**config.mk**
```make
export PLATFORM = sky130hd
export DESIGN_NAME = mcv_front
export DESIGN_NICKNAME = d
export VERILOG_FILES = /design/src/mcv_pkg.sv /design/src/mcv_front.sv
export SDC_FILE = /design/constraint.sdc
export NUM_CORES = 1
export LEC_CHECK = 0
export BUFFER_PORTS_ARGS = -buffer_cell sky130_fd_sc_hd__buf_2
export CAP_MARGIN = 10
export CORE_MARGIN = 1.5
export CORE_UTILIZATION = 47
export CTS_BUF_LIST = sky130_fd_sc_hd__clkbuf_4 sky130_fd_sc_hd__clkbuf_8 sky130_fd_sc_hd__clkbuf_16
export DETAILED_ROUTE_END_ITERATION = 6
export PLACE_DENSITY = 0.81
export SYNTH_ARGS = -nofsm -noshare
export SYNTH_HDL_FRONTEND = slang
export SYNTH_SLANG_ARGS = --single-unit
```
**constraint.sdc**
```tcl
create_clock -name clk -period 4.8 [get_ports clk]
set_clock_uncertainty 0.05 [all_clocks]
set_input_delay 0.24 -clock clk [delete_from_list [all_inputs] [get_ports clk]]
set_output_delay 0.24 -clock clk [all_outputs]
set_load 0.1 [all_outputs]
```
**src/mcv_pkg.sv**
```systemverilog
// Shared types, widths and helpers of the mesh centroid and volume block.
// No dependencies; every other file imports this package.
package mcv_pkg;

  localparam int FIELD_W       = 12;
  localparam int COORD_BITS    = 12;
  localparam int MAX_TRIANGLES = 1024;
  localparam int FRACTION_BITS = 4;

  localparam int CNT_W   = $clog2(MAX_TRIANGLES + 2);
  localparam int VOL_W   = 47;
  localparam int WSUM_W  = 64;
  localparam int CEN_W   = 17;
  localparam int CEN_MAX     = 65535;
  localparam int CEN_MIN_MAG = 65536;

  // Triple product datapath widths
  localparam int SUM_W   = COORD_BITS + 2;
  localparam int PROD_W  = 2 * COORD_BITS;
  localparam int CROSS_W = PROD_W + 1;
  localparam int TERM_W  = CROSS_W + COORD_BITS;
  localparam int DET_W   = TERM_W + 2;
  localparam int WPROD_W = SUM_W + DET_W;

  // Divider: quotient bits below the overflow bit, plus one rounding bit
  localparam int QB     = CEN_W + FRACTION_BITS + 1;
  localparam int QCNT_W = $clog2(QB + 1);
  localparam int REM_A  = WSUM_W + FRACTION_BITS + 1;
  localparam int REM_B  = VOL_W + 2 + QB;
  localparam int REM_W  = (REM_A > REM_B) ? REM_A : REM_B;

  localparam int QUEUE_DEPTH = 4;
  localparam int QPTR_W      = $clog2(QUEUE_DEPTH);

  typedef logic signed [COORD_BITS-1:0] coord_t;

  typedef struct packed {
    coord_t x;
    coord_t y;
    coord_t z;
  } vec_t;

  // One queue entry: a triangle to add, the end of a mesh, or both
  typedef struct packed {
    vec_t a;
    vec_t b;
    vec_t c;
    logic is_tri;
    logic last;
    logic ovf;
  } tri_item_t;

  typedef struct packed {
    logic signed [VOL_W-1:0]  vol;
    logic signed [WSUM_W-1:0] wx;
    logic signed [WSUM_W-1:0] wy;
    logic signed [WSUM_W-1:0] wz;
    logic                     ovf;
  } mesh_sum_t;

  typedef enum logic [1:0] {
    DIV_IDLE,
    DIV_RUN,
    DIV_FIN,
    DIV_HOLD
  } div_state_t;

  function automatic coord_t to_coord(input logic [FIELD_W-1:0] v);
    return coord_t'(v[COORD_BITS-1:0]);
  endfunction

endpackage

```
**src/mcv_front.sv**
```systemverilog
// Front end: accepts vertices, tracks the facet fan and the triangle count,
// and writes triangles and mesh ends into the queue. Depends on mcv_pkg.
module mcv_front import mcv_pkg::*; (
  input  logic               clk,
  input  logic               rst_n,
  input  logic               push,
  output logic               full,
  input  logic [FIELD_W-1:0] vert_x,
  input  logic [FIELD_W-1:0] vert_y,
  input  logic [FIELD_W-1:0] vert_z,
  input  logic               facet_start,
  input  logic               mesh_end,
  input  logic               q_full,
  output logic               q_wr,
  output tri_item_t          q_item
);

  vec_t             anchor_r, anchor_nxt;
  vec_t             prev_r, prev_nxt;
  logic [1:0]       nverts_r, nverts_nxt;
  logic [CNT_W-1:0] cnt_r, cnt_nxt, cnt_upd;
  vec_t             v;
  logic             accept, tri_kept;

  assign full   = q_full;
  assign accept = push & ~q_full;

  always_comb begin
    v.x = to_coord(vert_x);
    v.y = to_coord(vert_y);
    v.z = to_coord(vert_z);
    anchor_nxt = anchor_r;
    prev_nxt   = prev_r;
    nverts_nxt = nverts_r;
    cnt_upd    = cnt_r;
    tri_kept   = 1'b0;
    if (facet_start || nverts_r == 2'd0) begin
      anchor_nxt = v;
      nverts_nxt = 2'd1;
    end else if (nverts_r == 2'd1) begin
      prev_nxt   = v;
      nverts_nxt = 2'd2;
    end else begin
      prev_nxt = v;
      if (cnt_r >= CNT_W'(MAX_TRIANGLES)) begin
        cnt_upd = CNT_W'(MAX_TRIANGLES + 1);
      end else begin
        cnt_upd  = cnt_r + CNT_W'(1);
        tri_kept = 1'b1;
      end
    end
    cnt_nxt = cnt_upd;
    if (mesh_end) begin
      nverts_nxt = 2'd0;
      cnt_nxt    = '0;
    end
  end

  always_comb begin
    q_item.a      = anchor_r;
    q_item.b      = prev_r;
    q_item.c      = v;
    q_item.is_tri = tri_kept;
    q_item.last   = mesh_end;
    q_item.ovf    = cnt_upd > CNT_W'(MAX_TRIANGLES);
    q_wr          = accept & (tri_kept | mesh_end);
  end

  always_ff @(posedge clk) begin
    if (!rst_n) begin
      nverts_r <= '0;
      cnt_r    <= '0;
    end else if (accept) begin
      nverts_r <= nverts_nxt;
      cnt_r    <= cnt_nxt;
    end
  end

  always_ff @(posedge clk) begin
    if (accept) begin
      anchor_r <= anchor_nxt;
      prev_r   <= prev_nxt;
    end
  end

endmodule

```
==> results of run 1 <==
worst reg2reg max path: stages (launching register included):
cell	delay [ns]
dfxtp_1	0.37
nor2_1	0.19
nor2_1	0.10
nor2_4	0.76
area by class of cell:
cell class	count	area, µm²	area share
Clock buffer	9	124	0.0294
Clock inverter	7	106	0.0253
Inverter	5	18.8	0.00446
Multi-Input combinational cell	99	641	0.152
Sequential cell	85	2420	0.575
Tap cell	96	120	0.0285
Timing Repair Buffer	155	778	0.185
cell usage after synthesis (2+ instances only):
library cell  number  area [µm²]
or4_1              2        15.0
ha_1               2        25.0
edfxtp_1          72        2160
o211a_1            2        20.0
a21oi_1            6        30.0
a32oi_1            2        17.5
buf_4             39         293
o21ai_0            9        45.0
nor4_1             4        25.0
inv_1              5        18.8
nor2_1            15        56.3
dfxtp_1           13         260
nor3_1             5        25.0
a21boi_0           2        15.0
nor2b_1            6        37.5
xor2_1             2        17.5
a22oi_1            3        22.5
a31oi_1            2        12.5
buf_6              2        22.5
nand3_1            5        25.0
and2_1             2        12.5
o2bb2ai_1          2        17.5
nand2_1            9        33.8
clkbuf_1           5        18.8
metal layers:
metal / up-vias / routed length, µm
li1: 1071 / -
met5: - / 0
met3: 9 / 613
met4: 0 / 90
met1: 1066 / 2730
met2: 114 / 3910
report_power, final:
part | internal (mW) | leakage, nW | switching, mW | total (mW)
clock | 0.302 | 0.116 | 0.255 | 0.557
combinational | 0.0387 | 0.824 | 0.289 | 0.328
sequential | 0.821 | 0.766 | 0.00471 | 0.825
metrics by stage:
step | cell area, µm² | instances | utilization | power, mW
2_1_floorplan | 3400 | 235 | - | 1.13
3_3_place_gp | 3980 | 440 | 0.576 | 1.17
3_5_place_dp | 3980 | 440 | 0.576 | 1.17
4_1_cts | 4210 | 456 | 0.610 | 1.73
5_1_grt | 4210 | 456 | 0.610 | 1.77
6_report | 4210 | 456 | 0.610 | 1.71
registers in the layout, summed over array words and instances, names as in the netlist:
name      count
q_item       72
cnt_r        11
nverts_r      2
logic make-up (layout without fill, tap and decap cells):
logic type      count (synthesis)  in the layout  share of synthesized area
compound gates                 37             37                     0.0768
flops                          85             85                      0.712
simple gates                   57             57                     0.0926
buf+inv                        51            176                      0.104
fa+ha+maj                       2              2                    0.00735
xor+xnor                        3              3                    0.00772
path summary, 6_finish.rpt:
kind	slack [ns]	startpoint	to	cells after the start
max	2.09	cnt_r[1]	q_item[0]	7
min	0.04	vert_x[7]	q_item[106]	1
max reg2reg	2.93	nverts_r[1]	q_item[98]	3
min reg2reg	0.50	cnt_r[5]	cnt_r[5]	2
==> results.py, run 1 <==
metrics = {
    "status": {
        "status": "finished clean",
    },
    "placed_design": {
        "post-dp-hpwl_um": 5430,
        "io_buffers": 154,
        "dpl_worst_slack_ns": 2.47,
        "gp_congestion": 0.848,
    },
    "synthesis": {
        "synth_ff_type": "edfxtp_1",
        "synthDistinctLibCells": 43,
        "yosys_warnings": 0,
        "ys_async_sr_fraction": 0,
        "syn_inst": 235,
        "synth_nets": 279,
        "synth-edff-count": 72,
        "syn_area_per_cell_um2": 14.5,
        "seq_area_frac_synth": 0.712,
        "ys_ff_latch": 85,
        "synth_area_um2": 3400,
    },
    "sta": {
        "setup_tns_ns": 0,
        "hold_slack_ns": 0.0443,
        "tightestPinTransition_ns": 1.02,
        "fmax_mhz": 369,
        "finalHoldViolCount": 0,
        "setup_viol": 0,
        "slew_headroom": 0.320,
        "rsz0062_at_grt": "false",
        "fin_ws_ns": 2.09,
        "period_minus_slack_ns": 2.71,
        "drv_slew": 0,
        "finalCritPeriodShare": 0.565,
    },
    "cts": {
        "ctsResizeCount": 0,
        "clock_path_buffers": 2,
        "cts_num_sinks": 85,
        "cts_tree": "yes",
        "clk_pin_slew_worst_paths_ns": 0.09,
        "htree_num_levels": 3,
        "ctsRootBufferMaster": "clkbuf_8",
        "cts_setup_buffers": 0,
        "clock_latency_ns": 0.34,
        "cts_buffers": 9,
        "hold_buffers": 0,
    },
    "layout": {
        "syn2layout_area_growth_pct": 23.7,
        "nets": 399,
        "final_common_cell": "buf_2",
        "layout-drive-gt1-share": 0.492,
        "n_antenna_cell": 0,
        "layout_common_cells": "buf_2 (154), edfxtp_1 (72), nor2_1 (14)",
        "fillCellCount": 571,
    },
    "floorplanning": {
        "io_pins": 155,
        "coreArea_um2": 6910,
        "fp.dieH_um": 88.1,
        "die_x_um": 88.1,
        "initial_utilization": 0.493,
        "fp-row-count": 30,
        "die_area_um2": 7760,
    },
    "global_route": {
        "grt_pass1_wl_um": 10800,
        "top_usage_layer": "met2",
        "first_global_vias": 2096,
        "met1_usage": 0.219,
        "use_met3": 0.0556,
        "grt_use_met2": 0.331,
        "grt_overflow": 0,
        "grt_use_total": 0.187,
        "grt_antenna_before_repair": 0,
        "grt_max_degree": 37,
    },
    "drt": {
        "ant_nets": 0,
        "wl_um": 7350,
        "drc_errors": 0,
        "dr.pass1.iters": 5,
        "num_vias": 2260,
        "drtIter0Drc": 132,
        "vias_per_cell": 4.96,
        "wire_per_inst_um": 16.1,
    },
    "critical_path": {
        "path_buf_inv": 1,
        "crit_required_ns": 4.51,
        "cp_data_arrival_time_ns": 2.42,
        "cp-start-kind": "flop",
        "crit_chain": "ha_1 -> nand3_1 -> nor2_1 -> o21ai_0 -> o2bb2ai_1 -> a41oi_1 -> buf_2",
        "critPathMaxFanout": 6,
        "cp_top_family": "compound AO/OA/AOI/OAI gates",
        "crit_path_max_incr_delay_ns": 0.46,
        "end_kind": "output port",
        "crit_path_top_delay_cell": "buf_2",
        "crit_type": "flop to output port",
    },
    "hold_path": {
        "hold_path.class": "input port to flop",
    },
    "power": {
        "power-per-cell-area_nw_per_um2": 406,
        "leakagePower_nw": 1.71,
        "peakVddDrop_mv": 0.146,
    },
    "run": {
        "maxCapViolations": 0,
    },
}
(Power assumes the default switching activity.)
==> run 2, diff against run 1 <==
ABC_AREA = 1   (was unset)
CORE_UTILIZATION = 46   (was 47)
PLACE_DENSITY = 0.8   (was 0.81)
clock period = 2.7 ns   (was 4.8 ns; I/O delays follow)
==> run 2 against run 1 <==
- worst hold slack better by 0.059 ns
- die area up 1.7%
- combinational power up 100%
- routed wire length up 7.0%
- final cell count up 18%
- clock power up 54%
- via count up 12%
- register-to-register slack worse by 1.8 ns
- sequential power up 78%
==> results.py, run 2 <==
metrics = {
    "cts": {
        "htree_num_levels": 3,
        "clock_latency_ns": 0.33,
        "cts_setup_buffers": 0,
        "cts_buffers": 9,
        "cts_num_sinks": 85,
        "clock_path_buffers": 2,
        "ctsResizeCount": 0,
        "clk_pin_slew_worst_paths_ns": 0.08,
        "hold_buffers": 36,
        "ctsRootBufferMaster": "clkbuf_8",
        "cts_tree": "yes",
    },
    "drt": {
        "dr.pass1.iters": 4,
        "drtIter0Drc": 165,
        "wire_per_inst_um": 14.6,
        "drc_errors": 0,
        "vias_per_cell": 4.72,
        "num_vias": 2532,
        "wl_um": 7860,
        "ant_nets": 0,
    },
    "power": {
        "power.total_mw": 3.00,
        "peakVddDrop_mv": 0.382,
        "power-per-cell-area_nw_per_um2": 655,
        "leakagePower_nw": 1.91,
    },
    "layout": {
        "finalCoreUtilization": 0.638,
        "nets": 477,
        "syn2layout_area_growth_pct": 35.1,
        "largest_register_ffs": 72,
        "n_antenna_cell": 0,
        "final_common_cell": "buf_2",
        "layout-drive-gt1-share": 0.422,
        "fillCellCount": 545,
        "layout_common_cells": "buf_2 (154), edfxtp_1 (72), nand2_1 (58)",
    },
    "critical_path": {
        "crit_path_max_incr_delay_ns": 0.43,
        "cp_data_arrival_time_ns": 2.18,
        "path_buf_inv": 2,
        "end_kind": "output port",
        "crit_required_ns": 2.52,
        "cp_top_family": "buffers and inverters",
        "critPathMaxFanout": 6,
        "crit_chain": "ha_1 -> nand2_1 -> inv_1 -> nand2_1 -> o21ai_1 -> nand3_1 -> nand2_1 -> nor2_1 -> a21oi_2 -> buf_2",
        "crit_path_top_delay_cell": "buf_2",
        "crit_type": "flop to output port",
        "cp-start-kind": "flop",
        "crit_top_cell": "nand2_1",
    },
    "floorplanning": {
        "io_pins": 155,
        "die_x_um": 88.9,
        "fp.dieH_um": 88.9,
        "die_area_um2": 7900,
        "initial_utilization": 0.473,
        "coreArea_um2": 7180,
        "fp-row-count": 31,
    },
    "sta": {
        "slew_headroom": 0.659,
        "period_minus_slack_ns": 2.36,
        "setup_tns_ns": 0,
        "fmax_mhz": 424,
        "finalHoldViolCount": 0,
        "tightestPinTransition_ns": 0.515,
        "finalCritPeriodShare": 0.874,
        "drv_slew": 0,
        "rsz0062_at_grt": "false",
        "setup_viol": 0,
    },
    "global_route": {
        "grt_use_total": 0.195,
        "first_global_vias": 2271,
        "grt_overflow": 0,
        "grt_pass1_wl_um": 11200,
        "grt_antenna_before_repair": 0,
        "grt_max_degree": 37,
    },
    "synthesis": {
        "synth_top_cell_by_area": "edfxtp_1",
        "synth_ff_type": "edfxtp_1",
        "ys_ff_latch": 85,
        "syn_inst": 271,
        "syn_area_per_cell_um2": 12.5,
        "yosys_warnings": 0,
        "synth_area_um2": 3390,
        "yosysTopAreaCellShare": 0.638,
        "synth_most_common_cell": "edfxtp_1",
        "synthDistinctLibCells": 23,
        "synth-edff-count": 72,
        "synth_nets": 315,
        "synth_top_cells_by_area": "edfxtp_1 (64%), buf_4 (8.6%), dfxtp_1 (7.7%)",
        "seq_area_frac_synth": 0.714,
        "netlist_top_cells_count": "edfxtp_1 (72), nand2_1 (58), buf_4 (39)",
        "ys_async_sr_fraction": 0,
    },
    "hold_path": {
        "hold_path.class": "input port to flop",
    },
    "placed_design": {
        "post-dp-hpwl_um": 5270,
        "gp_congestion": 0.912,
        "io_buffers": 154,
    },
    "run": {
        "maxCapViolations": 0,
    },
    "status": {
        "status": "finished clean",
    },
}
run 2: cell types whose count changed in the layout (fill, tap and decap cells not counted), moves of 4 or more:
cell / before / now
a21oi_1: 6 / 12
dlygate4sd3_1: 0 / 36
inv_1: 5 / 18
nand2_1: 9 / 58
nand3_1: 5 / 13
nor2b_1: 6 / 0
nor3_1: 4 / 0
nor4_1: 4 / 0
o21ai_0: 9 / 3
o21bai_1: 0 / 4
run 2: final cells by class:
class / instances / area (µm²) / share of cell area
repair buffers: 194 / 1160 / 0.253
multi-input cells: 123 / 602 / 0.131
well taps: 99 / 124 / 0.0270
inverters: 20 / 75.1 / 0.0164
flip-flops and latches: 85 / 2420 / 0.529
clock buffers: 9 / 124 / 0.0270
clock inverters: 7 / 72.6 / 0.0158
run 2: where the power goes:
part / internal [mW] / switching [mW] / leakage, nW / total, mW
logic: 0.108 / 0.562 / 1.05 / 0.670
registers: 1.46 / 0.0109 / 0.766 / 1.47
clock network: 0.430 / 0.427 / 0.0976 / 0.857
run 2: path summary, 6_finish.rpt:
| kind | end | slack [ns] | depth (start not counted) | from |
|---|---|---|---|---|
| max | q_item[0] | 0.34 | 10 | cnt_r[1] |
| min | nverts_r[1] | 0.10 | 3 | rst_n |
| max reg2reg | q_item[69] | 1.14 | 3 | nverts_r[0] |
| min reg2reg | cnt_r[9] | 0.44 | 2 | cnt_r[9] |
run 2: stage by stage:
step / worst slack (ns) / hold WS (ns) / cells / instance area [µm²]
2_1_floorplan: 0.0296 / 0.184 / 271 / 3390
3_3_place_gp: 0.774 / 0.284 / 485 / 4020
3_5_place_dp: 0.726 / 0.287 / 485 / 4020
4_1_cts: 0.325 / 0.0817 / 537 / 4580
5_1_grt: 0.153 / 0.0902 / 537 / 4580
6_report: 0.340 / 0.103 / 537 / 4580
run 2: kinds of logic (layout without fill, tap and decap cells):
logic type	Yosys count	after routing	share of synthesized area
flops	85	85	0.714
simple gates	98	98	0.126
compound gates	23	23	0.0384
fa+ha+maj	2	2	0.00738
buf+inv	63	230	0.114
run 2: worst min-delay path, stage by stage:
cell	delay [ns]
buf_2	0.10
o21ai_0	0.14
a211oi_1	0.06
run 2: layer usage:
metal,vias up,GRT usage,part of all wire
li1,1202,-,-
met1,1185,0.220,0.37
met4,0,0.0781,0.028
met5,-,0,0
met3,20,0.0597,0.076
met2,125,0.344,0.53
==> run 3, diff against run 2 <==
BUFFER_PORTS_ARGS = -buffer_cell sky130_fd_sc_hd__buf_4   (was -buffer_cell sky130_fd_sc_hd__buf_2)
==> run 3 against run 2 <==
- die area is the same
- via count rose by 1.2%
- global-route usage up 3.2 points
- total power grew 3.5%
- routed wire length rose by 14%
- non-clock buffer count unchanged
- worst setup slack gained 0.089 ns
- sequential power about the same
- worst hold slack gained 0.0062 ns
- first-iteration DRC count shrank 7.3%
- utilization rose by 5.5 points
- critical endpoint unchanged
==> results.py, run 3 (same netlist as run 2, synthesis figures left out) <==
metrics = {
    "layout": {
        "fillCellCount": 491,
        "multi_input_area_um2": 602,
        "nets": 477,
        "layout-drive-gt1-share": 0.425,
        "seq_area_um2": 2420,
        "syn2layout_area_growth_pct": 46.7,
        "final_common_cell": "buf_4",
        "layout_common_cells": "buf_4 (158), edfxtp_1 (72), nand2_1 (58)",
        "finalCoreUtilization": 0.693,
        "stdcell_count": 538,
        "largest_register_ffs": 72,
    },
    "global_route": {
        "grt_use_total": 0.227,
        "grt_max_degree": 37,
        "grt_overflow": 0,
        "first_global_vias": 2510,
        "grt_antenna_before_repair": 0,
        "grt_pass1_wl_um": 13000,
    },
    "cts": {
        "cts_tree": "yes",
        "clock_path_buffers": 2,
        "cts_buffers": 9,
        "htree_num_levels": 3,
        "cts_num_sinks": 85,
        "ctsRootBufferMaster": "clkbuf_8",
        "hold_buffers": 36,
        "ctsResizeCount": 0,
        "clock_latency_ns": 0.33,
        "clk_pin_slew_worst_paths_ns": 0.09,
        "cts_setup_buffers": 0,
    },
    "power": {
        "leakagePower_nw": 2.04,
        "power.total_mw": 3.11,
        "power-per-cell-area_nw_per_um2": 625,
        "peakVddDrop_mv": 0.322,
    },
    "critical_path": {
        "crit_required_ns": 2.52,
        "crit_chain": "o21bai_1 -> nor2_4 -> nand2_1 -> nand2_1 -> nor2_1 -> nand3_1 -> nor2_1 -> a21oi_2 -> buf_4",
        "crit_path_max_incr_delay_ns": 0.43,
        "critPathMaxFanout": 9,
        "crit_type": "flop to output port",
        "cp_top_family": "simple AND/OR/NAND/NOR gates",
        "path_buf_inv": 1,
        "crit_path_top_delay_cell": "o21bai_1",
        "cp_data_arrival_time_ns": 2.09,
        "cp-start-kind": "flop",
        "end_kind": "output port",
    },
    "floorplanning": {
        "coreArea_um2": 7180,
        "initial_utilization": 0.473,
        "die_area_um2": 7900,
        "die_x_um": 88.9,
        "io_pins": 155,
        "fp.dieH_um": 88.9,
        "fp-row-count": 31,
    },
    "placed_design": {
        "dp_cells": 485,
        "gp_congestion": 0.957,
        "io_buffers": 154,
        "post-dp-hpwl_um": 5910,
    },
    "sta": {
        "slew_headroom": 0.535,
        "setup_viol": 0,
        "fmax_mhz": 440,
        "period_minus_slack_ns": 2.27,
        "finalCritPeriodShare": 0.841,
        "drv_slew": 0,
        "setup_tns_ns": 0,
        "rsz0062_at_grt": "false",
        "tightestPinTransition_ns": 0.695,
        "finalHoldViolCount": 0,
    },
    "drt": {
        "wl_um": 9000,
        "ant_nets": 0,
        "dr.pass1.iters": 4,
        "wire_per_inst_um": 16.7,
        "vias_per_cell": 4.76,
        "drc_errors": 0,
        "drtIter0Drc": 153,
        "num_vias": 2563,
    },
    "run": {
        "maxCapViolations": 0,
    },
    "hold_path": {
        "hold_path.class": "input port to flop",
    },
    "status": {
        "status": "finished clean",
    },
}
## run 3: worst paths after layout
| path | start | end | slack (ns) | cells after the start |
|---|---|---|---|---|
| hold reg to reg | cnt_r[9] | cnt_r[9] | 0.44 | 2 |
| setup reg to reg | cnt_r[1] | cnt_r[8] | 1.13 | 9 |
| setup / recovery | nverts_r[0] | q_item[0] | 0.43 | 9 |
| hold / removal | facet_start | nverts_r[1] | 0.11 | 4 |
## run 3: through the flow
| step | setup slack (ns) | instance area, µm² | hold slack (ns) |
|---|---|---|---|
| final | 0.429 | 4970 | 0.109 |
| after global routing | 0.185 | 4970 | 0.0834 |
| after CTS | 0.425 | 4970 | 0.0765 |
| after floorplan | 0.0296 | 3390 | 0.184 |
| after global placement | 0.896 | 4410 | 0.279 |
| after detailed placement | 0.828 | 4410 | 0.284 |
## run 3: layout make-up
class / count / area share
clock inverters: 6 / 0.0141
well taps: 99 / 0.0249
flip-flops and latches: 85 / 0.487
multi-input cells: 123 / 0.121
clock buffers: 10 / 0.0264
inverters: 20 / 0.0151
repair buffers: 194 / 0.311
diodes: 1 / 0.000503
## run 3: worst min-delay path, stage by stage
cell and delay, ns:
buf_4 0.10, nor2_2 0.07, nor2_4 0.09, a211oi_1 0.06
## run 3: per-layer routing
layer,GRT usage,part of all wire
met2,0.406,0.53
met5,0,0
met4,0.0838,0.012
met3,0.0634,0.079
met1,0.260,0.38
## run 3: power by group
group / total, mW / leakage (nW) / switching, mW / internal (mW)
Sequential: 1.48 / 0.766 / 0.0132 / 1.46
Combinational: 0.732 / 1.18 / 0.570 / 0.161
Clock: 0.898 / 0.0930 / 0.454 / 0.445
Total: 3.11 / 2.04 / 1.04 / 2.07
